File: config.mk
export PLATFORM = sky130hd
export DESIGN_NAME = bpc_back
export DESIGN_NICKNAME = d
export VERILOG_FILES = /design/src/hw/rtl/bpc_pkg.sv /design/src/hw/rtl/bpc_back.sv
export SDC_FILE = /design/constraint.sdc
export NUM_CORES = 1
export LEC_CHECK = 0
export ABC_AREA = 0
export BUFFER_PORTS_ARGS = -buffer_cell sky130_fd_sc_hd__buf_4
export CORE_UTILIZATION = 51
export CTS_CLUSTER_SIZE = 20
export DETAILED_ROUTE_END_ITERATION = 10
export PLACE_DENSITY = 0.79
export SETUP_SLACK_MARGIN = 0.3
export SLEW_MARGIN = 15
export SYNTH_ARGS = -nofsm -noshare
export SYNTH_HDL_FRONTEND = slang
export SYNTH_SLANG_ARGS = --single-unit
File: constraint.sdc
create_clock -name clock -period 21.2 [get_ports clock]
set_input_delay 4.24 -clock clock [delete_from_list [all_inputs] [get_ports clock]]
set_output_delay 4.24 -clock clock [all_outputs]
set_load 0.05 [all_outputs]
File: src/hw/rtl/bpc_pkg.sv
// shared widths, constants and pipeline sideband type for the barycentric classifier
// no dependencies
package bpc_pkg;
   localparam int CW  = 16;          // input coordinate width, Q12.4
   localparam int VW  = CW + 1;      // edge vector component
   localparam int XW  = 2 * VW;      // product and cross product, signed
   localparam int MW  = XW - 1;      // cross product magnitude
   localparam int FW  = 16;          // fraction bits of the weights
   localparam int QW  = MW + FW;     // quotient magnitude
   localparam int RW  = MW + 1;      // divider remainder
   localparam int SW  = QW + 2;      // signed quotient and alpha
   localparam int WW  = 20;          // weight width, Q3.16
   localparam int TW  = 32;          // degenerate threshold width
   localparam int ZW  = 16;          // zero tolerance width
   localparam int SQW = 34;          // square of a small denominator
   localparam int SMW = 18;          // signed width of a small denominator

   localparam logic [MW-1:0] SMALL_MAX = MW'(65536);
   localparam logic signed [SW-1:0] ONE_Q16 = SW'(65536);
   localparam logic signed [SW-1:0] W_MAX = SW'(524287);
   localparam logic signed [SW-1:0] W_MIN = -SW'(524288);

   localparam logic CSR_THRESHOLD = 1'b0;
   localparam logic CSR_TOLERANCE = 1'b1;

   typedef struct packed {
      logic           neg_b;
      logic           neg_g;
      logic           is_small;
      logic [SQW-1:0] sq;
   } side_type;
endpackage

File: src/hw/rtl/bpc_back.sv
// back stages: signs, alpha, degenerate test, saturation and classification flags
// depends on bpc_pkg
module bpc_back (
   input  logic                        clock,
   input  logic                        reset,
   input  logic                        en,
   input  logic                        in_valid,
   input  logic [bpc_pkg::QW-1:0]      quo_b,
   input  logic [bpc_pkg::QW-1:0]      quo_g,
   input  bpc_pkg::side_type           side,
   input  logic [bpc_pkg::TW-1:0]      threshold,
   input  logic [bpc_pkg::ZW-1:0]      tolerance,
   output logic                        out_valid,
   output logic signed [bpc_pkg::WW-1:0] alpha,
   output logic signed [bpc_pkg::WW-1:0] beta,
   output logic signed [bpc_pkg::WW-1:0] gamma,
   output logic                        degen,
   output logic                        in_tri,
   output logic                        edge_hit,
   output logic                        vertex_hit,
   output logic                        clipped
);
   import bpc_pkg::*;

   logic [2:0] valid_ff;
   logic signed [SW-1:0] qa_ff, qb_ff, qg_ff;
   logic degen1_ff, degen2_ff, clip2_ff;
   logic signed [WW-1:0] wa2_ff, wb2_ff, wg2_ff;
   logic signed [WW-1:0] wa_ff, wb_ff, wg_ff;
   logic degen_ff, inside_ff, edge_ff, vert_ff, clip_ff;
   logic signed [SW-1:0] qb_in, qg_in;
   logic signed [WW-1:0] wa_in, wb_in, wg_in;
   logic ca, cb, cg;
   logic za, zb, zg, oa, ob, og, in_in;

   function automatic logic signed [WW-1:0] sat(input logic signed [SW-1:0] v, output logic c);
      c = 1'b1;
      if (v > W_MAX) return WW'(W_MAX);
      if (v < W_MIN) return WW'(W_MIN);
      c = 1'b0;
      return v[WW-1:0];
   endfunction

   function automatic logic near(input logic signed [WW-1:0] w, input logic one,
                                 input logic [ZW-1:0] tol);
      logic signed [WW+1:0] d;
      logic [WW+1:0] m;
      d = (WW+2)'(w) - (one ? (WW+2)'(65536) : (WW+2)'(0));
      m = d[WW+1] ? (WW+2)'(-d) : (WW+2)'(d);
      return m <= (WW+2)'(tol);
   endfunction

   always_comb begin
      qb_in = side.neg_b ? -SW'(quo_b) : SW'(quo_b);
      qg_in = side.neg_g ? -SW'(quo_g) : SW'(quo_g);
      wa_in = sat(qa_ff, ca);
      wb_in = sat(qb_ff, cb);
      wg_in = sat(qg_ff, cg);
      za = near(wa2_ff, 1'b0, tolerance);
      zb = near(wb2_ff, 1'b0, tolerance);
      zg = near(wg2_ff, 1'b0, tolerance);
      oa = near(wa2_ff, 1'b1, tolerance);
      ob = near(wb2_ff, 1'b1, tolerance);
      og = near(wg2_ff, 1'b1, tolerance);
      in_in = !wa2_ff[WW-1] && !wb2_ff[WW-1] && !wg2_ff[WW-1] && !degen2_ff;
   end

   always_ff @(posedge clock) begin
      if (reset) begin
         valid_ff <= '0;
      end else if (en) begin
         valid_ff <= {valid_ff[1:0], in_valid};
      end
   end

   always_ff @(posedge clock) begin
      if (en) begin
         qb_ff <= qb_in;
         qg_ff <= qg_in;
         qa_ff <= ONE_Q16 - qb_in - qg_in;
         degen1_ff <= side.is_small && (SQW'(side.sq) <= SQW'(threshold));
         degen2_ff <= degen1_ff;
         wa2_ff <= degen1_ff ? '0 : wa_in;
         wb2_ff <= degen1_ff ? '0 : wb_in;
         wg2_ff <= degen1_ff ? '0 : wg_in;
         clip2_ff <= !degen1_ff && (ca || cb || cg);
         wa_ff <= wa2_ff;
         wb_ff <= wb2_ff;
         wg_ff <= wg2_ff;
         degen_ff <= degen2_ff;
         clip_ff <= clip2_ff;
         inside_ff <= in_in;
         edge_ff <= in_in && (za || zb || zg);
         vert_ff <= !degen2_ff && ((oa && zb && zg) || (ob && za && zg) || (og && za && zb));
      end
   end

   assign out_valid = valid_ff[2];
   assign alpha = wa_ff;
   assign beta = wb_ff;
   assign gamma = wg_ff;
   assign degen = degen_ff;
   assign in_tri = inside_ff;
   assign edge_hit = edge_ff;
   assign vertex_hit = vert_ff;
   assign clipped = clip_ff;
endmodule

[Word-level counts from Yosys, hierarchy flattened]
Cells that the tools add are included.
Storage, ports and cells
  output and inout port bits: 66
  logic and storage cells: 103
  flip-flop bits (word level): 284
  bits of input ports: 187
Operators by class
  magnitude comparators: 13
  reduce and logical (&&, ||, !) cells: 24
  add/subtract/negate cells: 13
  muxes and demuxes: 35
Operator list (number)
  20-bit 2-to-1 mux: 12
  51-bit by 20-bit greater-than comparator with 1-bit output, second input constant: 3
  51-bit by 20-bit less-than comparator with 1-bit output, second input constant: 3
  22-bit by 16-bit less-or-equal comparator with 1-bit output: 6
  22-bit 2-to-1 mux: 6
  51-bit 2-to-1 mux: 2
  49-bit negation with 51-bit output: 2
  20-bit negation with 22-bit output: 3
  21-bit negation with 22-bit output: 3
  20-bit by 18-bit subtractor with 21-bit output, second input constant: 3
  18-bit by 51-bit subtractor with 51-bit output, first input constant: 1
  51-bit subtractor: 1
  34-bit by 32-bit less-or-equal comparator with 1-bit output: 1
  1-bit 2-to-1 mux: 15
  1-bit logical AND: 13
  1-bit logical OR: 6
  1-bit logical NOT: 5

[Longest topological paths before layout]
  depth in word-level cells: 9
  mapped depth: 23

[Least setup slack after synthesis]
No wires, ideal clock.
  path kind: input to register
  start point: input quo_b[3] (netlist name)
  end point: register qa_ff[49] (data pin)
  path slack: 11.629 ns
  stages on the path: 22
  data arrival time: 9.313 ns
  setup time: 0.258 ns
  path buffers: 2
  path through: nor3_1 > nand3_1 > or2_1 > or4_1 > or4_1 > clkbuf_1 > or3_1 > or4_4 > o31a_1 > xnor2_1 > ha_1 > ha_1 > clkbuf_1 > inv_1 > nor2_1 > nor2_1 > nand2_1 > nor3_1 > a211oi_1 > a221oi_1 > o41a_1 > xnor2_1
On the way
  cells in the longest elaborated chain, start to end: 4
RTL lines
  from (decl): RTL line bpc_back.sv:8  | input logic [bpc_pkg::QW-1:0] quo_b,
  49-bit negation with 51-bit output: RTL line bpc_back.sv:54  | qb_in = side.neg_b ? -SW'(quo_b) : SW'(quo_b);
  51-bit 2-to-1 mux (*): RTL line bpc_back.sv:54
  18-bit by 51-bit subtractor with 51-bit output (*): RTL line bpc_back.sv:80  | qa_ff <= ONE_Q16 - qb_in - qg_in;
  51-bit subtractor (*): RTL line bpc_back.sv:80
  to (signal assigned): RTL line bpc_back.sv:80
  to (decl): RTL line bpc_back.sv:26  | logic signed [SW-1:0] qa_ff, qb_ff, qg_ff;
Every way passes the cells marked *; elsewhere a longest branch is shown, timed or not.
A chain may end at the register's enable or synchronous reset.

[Worst setup path in the final report]
Ends and elaborated chain as after synthesis.

==> qor.yml <==
intPower_mw: 1.29
fin_worst_skew_ps: 22.8
final_util_pct: 60.3
track_usage_pct: 26.2
final_cell_count_no_fill: 2874
hp-class: "reg2reg"
insertion_delay_ps: 590
p_seq_share_pct: 40.2
period_share_pct: 46.2
drive_gt1_share_pct: 14.0
tightest_slew_ps: 1050
clkSinkCount: 284
r2r_cells: 16
rsz0062_at_grt: "false"
path_cells: "buf_4 > nor3_1 > nand3_1 > or2_1 > or4_1 > or4_1 > o41ai_1 > xor2_1 > ha_1 > ha_1 > nand4_1 > nor4_1 > o211a_1 > o21a_1 > o211ai_1 > a211oi_1 > a221oi_1 > o41a_1 > xnor2_1"
postCtsSetupBuffers: 0
numCtsBuffers: 31
drt_iter0_drc: 1346
slew_violations: 0
synth_top_area_share_pct: 40.6
cts_htree_levels: 1
nFillCells: 3298
power_switching_uw: 654
cts_hold_buffers: 0
synth_cell_type_count: 74
yosysSeqAreaShare_pct: 40.9
dp.cells: 2813
synth-seq-cells: 284
startpoint: "quo_b[3]"
antenna_found_initial: 7
cts_buffer_depth: 3
syn_area_mm2: 0.0208
reg2reg_from: "wb2_ff[1]"
drt-pass1-iter-count: 5
yosysWarnings: 0
critical_path_required_ps: 21540
vdd_drop_max_mv: 0.0697
core_mm2: 0.0400
max-cap-violations: 0
fp.dieW_um: 204
avgSynthCellArea_um2: 9.89
vias: 17000
p_leak_nw: 10.2
p_per_area_mw_per_mm2: 80.6
nets: 2747
areaGrowthSynthToFinish_pct: 15.9
p_sw_share_pct: 33.7
holdPathStages: 0
critPathKind: "in2reg"
initial_utilization_pct: 52.0
async_flop_share_pct: 0
drc: 0
synth_edf_count: 281
holdWs_ps: 437
grt_pass1_wl_um: 85200
die_h_um: 204
maxSlewHeadroom_pct: 30.0
ios: 253
cp_max_fo: 8
clkPwrFrac_pct: 27.1
fmax_mhz: 102
fin_crit_ps: 9790
synth_top_flop_cell: "edfxtp_1"
fp-row-count: 73
vias_per_cell: 5.91
cts_root_buf: "clkbuf_16"
power_mw: 1.94
max_stage_delay_ps: 600
crit_path_top_delay_cell: "nor4_1"
dp_hpwl_um: 44000
wl_per_cell_um: 19.5
hold_viol: 0
hold_path_startpoint: "clip2_ff"
yosysTopAreaCell: "edfxtp_1"
port_buffers: 252
combPwrFrac_pct: 32.6
synth_nets: 2528
synthTopCellsByArea: "edfxtp_1 (41%), ha_1 (14%), xnor2_1 (7.0%)"
cts_tree: "yes"
dieArea_mm2: 0.0416
tns_ps: 0
endpoint_kind: "register"
ant_nets: 0
setup_violations: 0
worst-endpoint-arrival_ps: 10130
status: "completed"
grt_overflow_total: 0
grt_pass1_vias: 16200
wl_um: 55900
gp_congestion: 0.950
clk_pin_slew_ps: 60
syn_inst: 2102
grt_max_degree: 129
critPathLaunchType: "input port"
cts_resized: 0
## per-layer routing
layer  GRT usage, %  vias up  wire, um
li1               -     8188         -
met3           3.75      138      3970
met1           32.4     7995     22300
met4           12.7        6      2730
met5              0        -        40
met2           44.9      669     26900
## critical path: cells and delay by family
family / cells / cell delay (ps)
buf+inv: 1 / 120
xor+xnor: 2 / 390
compound gates: 7 / 2110
fa+ha+maj: 2 / 690
simple gates: 7 / 2590
## synthesized netlist by cell type, drive strengths merged (23+ instances only)
library cell / n
nand4: 60
nand2: 147
xnor2: 166
edfxtp: 281
inv: 177
o21a: 23
ha: 238
a21o: 53
o21ai: 100
o31ai: 33
nor2: 162
nor4: 46
a21oi: 144
xor2: 78
clkbuf: 63
nand3: 25
nor3: 35
## layout by cell type (no fill, tap or decap), types with 10 or more instances in the layout
master and instances:
a31oi_1 12, xnor2_1 166, o21a_1 23, clkbuf_16 31, ha_1 238, o41ai_1 10, buf_4 254, nand4_1 60
o31a_1 11, nor2b_1 17, o21bai_1 12, o31ai_1 33, nand2b_1 18, nand2_1 147, nor4_1 46, o21ai_0 95
a211oi_1 17, a21o_1 53, or3_1 20, nor3_1 35, a21oi_1 144, xor2_1 78, edfxtp_1 281, nor2_1 162
or4_1 18, inv_1 177, nand3_1 25
## registers in the layout, summed over array words and instances (netlist names), 3 cells and up
name      cells
valid_ff      3
gamma        20
qb_ff        51
wb2_ff       20
beta         20
wa2_ff       20
qa_ff        51
qg_ff        51
alpha        20
wg2_ff       20
## power by group through the flow
stage	combinational [mW]	sequential (mW)	clock, mW
final	0.634	0.782	0.527
after global routing	0.697	0.791	0.556
after CTS	0.629	0.781	0.535
after detailed placement	0.625	0.792	0
after global placement	0.605	0.790	0
after floorplan	0.415	0.798	0
## area by class of cell
cell class                      count  area (um2)  area share (%)
Clock buffer                       35         791            3.28
Tap cell                          525         657            2.72
Inverter                          177         664            2.76
Antenna cell                        5        12.5          0.0519
Clock inverter                     21         195           0.809
Sequential cell                   284        8500            35.2
Multi-Input combinational cell   1572       11400            47.2
Timing Repair Buffer              255        1920            7.97
## final timing paths
kind	slack, ps	to
worst min register to register	440	clipped
worst max register to register	16430	vertex_hit
worst min-delay path	440	clipped
worst max-delay path	11410	qa_ff[49]
## cell families after synthesis
kind of cell / count (synthesis) / share of synthesized area (%)
buffers and inverters: 246 / 4.45
and+or+nand+nor: 603 / 14.6
DFF: 284 / 40.9
adders and majority gates: 239 / 14.4
xor gates and xnor gates: 244 / 10.3
AOI/OAI and AO/OA: 480 / 15.1
muxes: 6 / 0.307
## metrics by stage
stage	setup slack, ps	cell area [um2]
global route	11060	24100
finish	11410	24100
floorplan	11630	20800
detailed placement	10950	23100
CTS	11510	24100
global placement	10980	23100
Note: power is estimated with default switching activity, not from simulation.
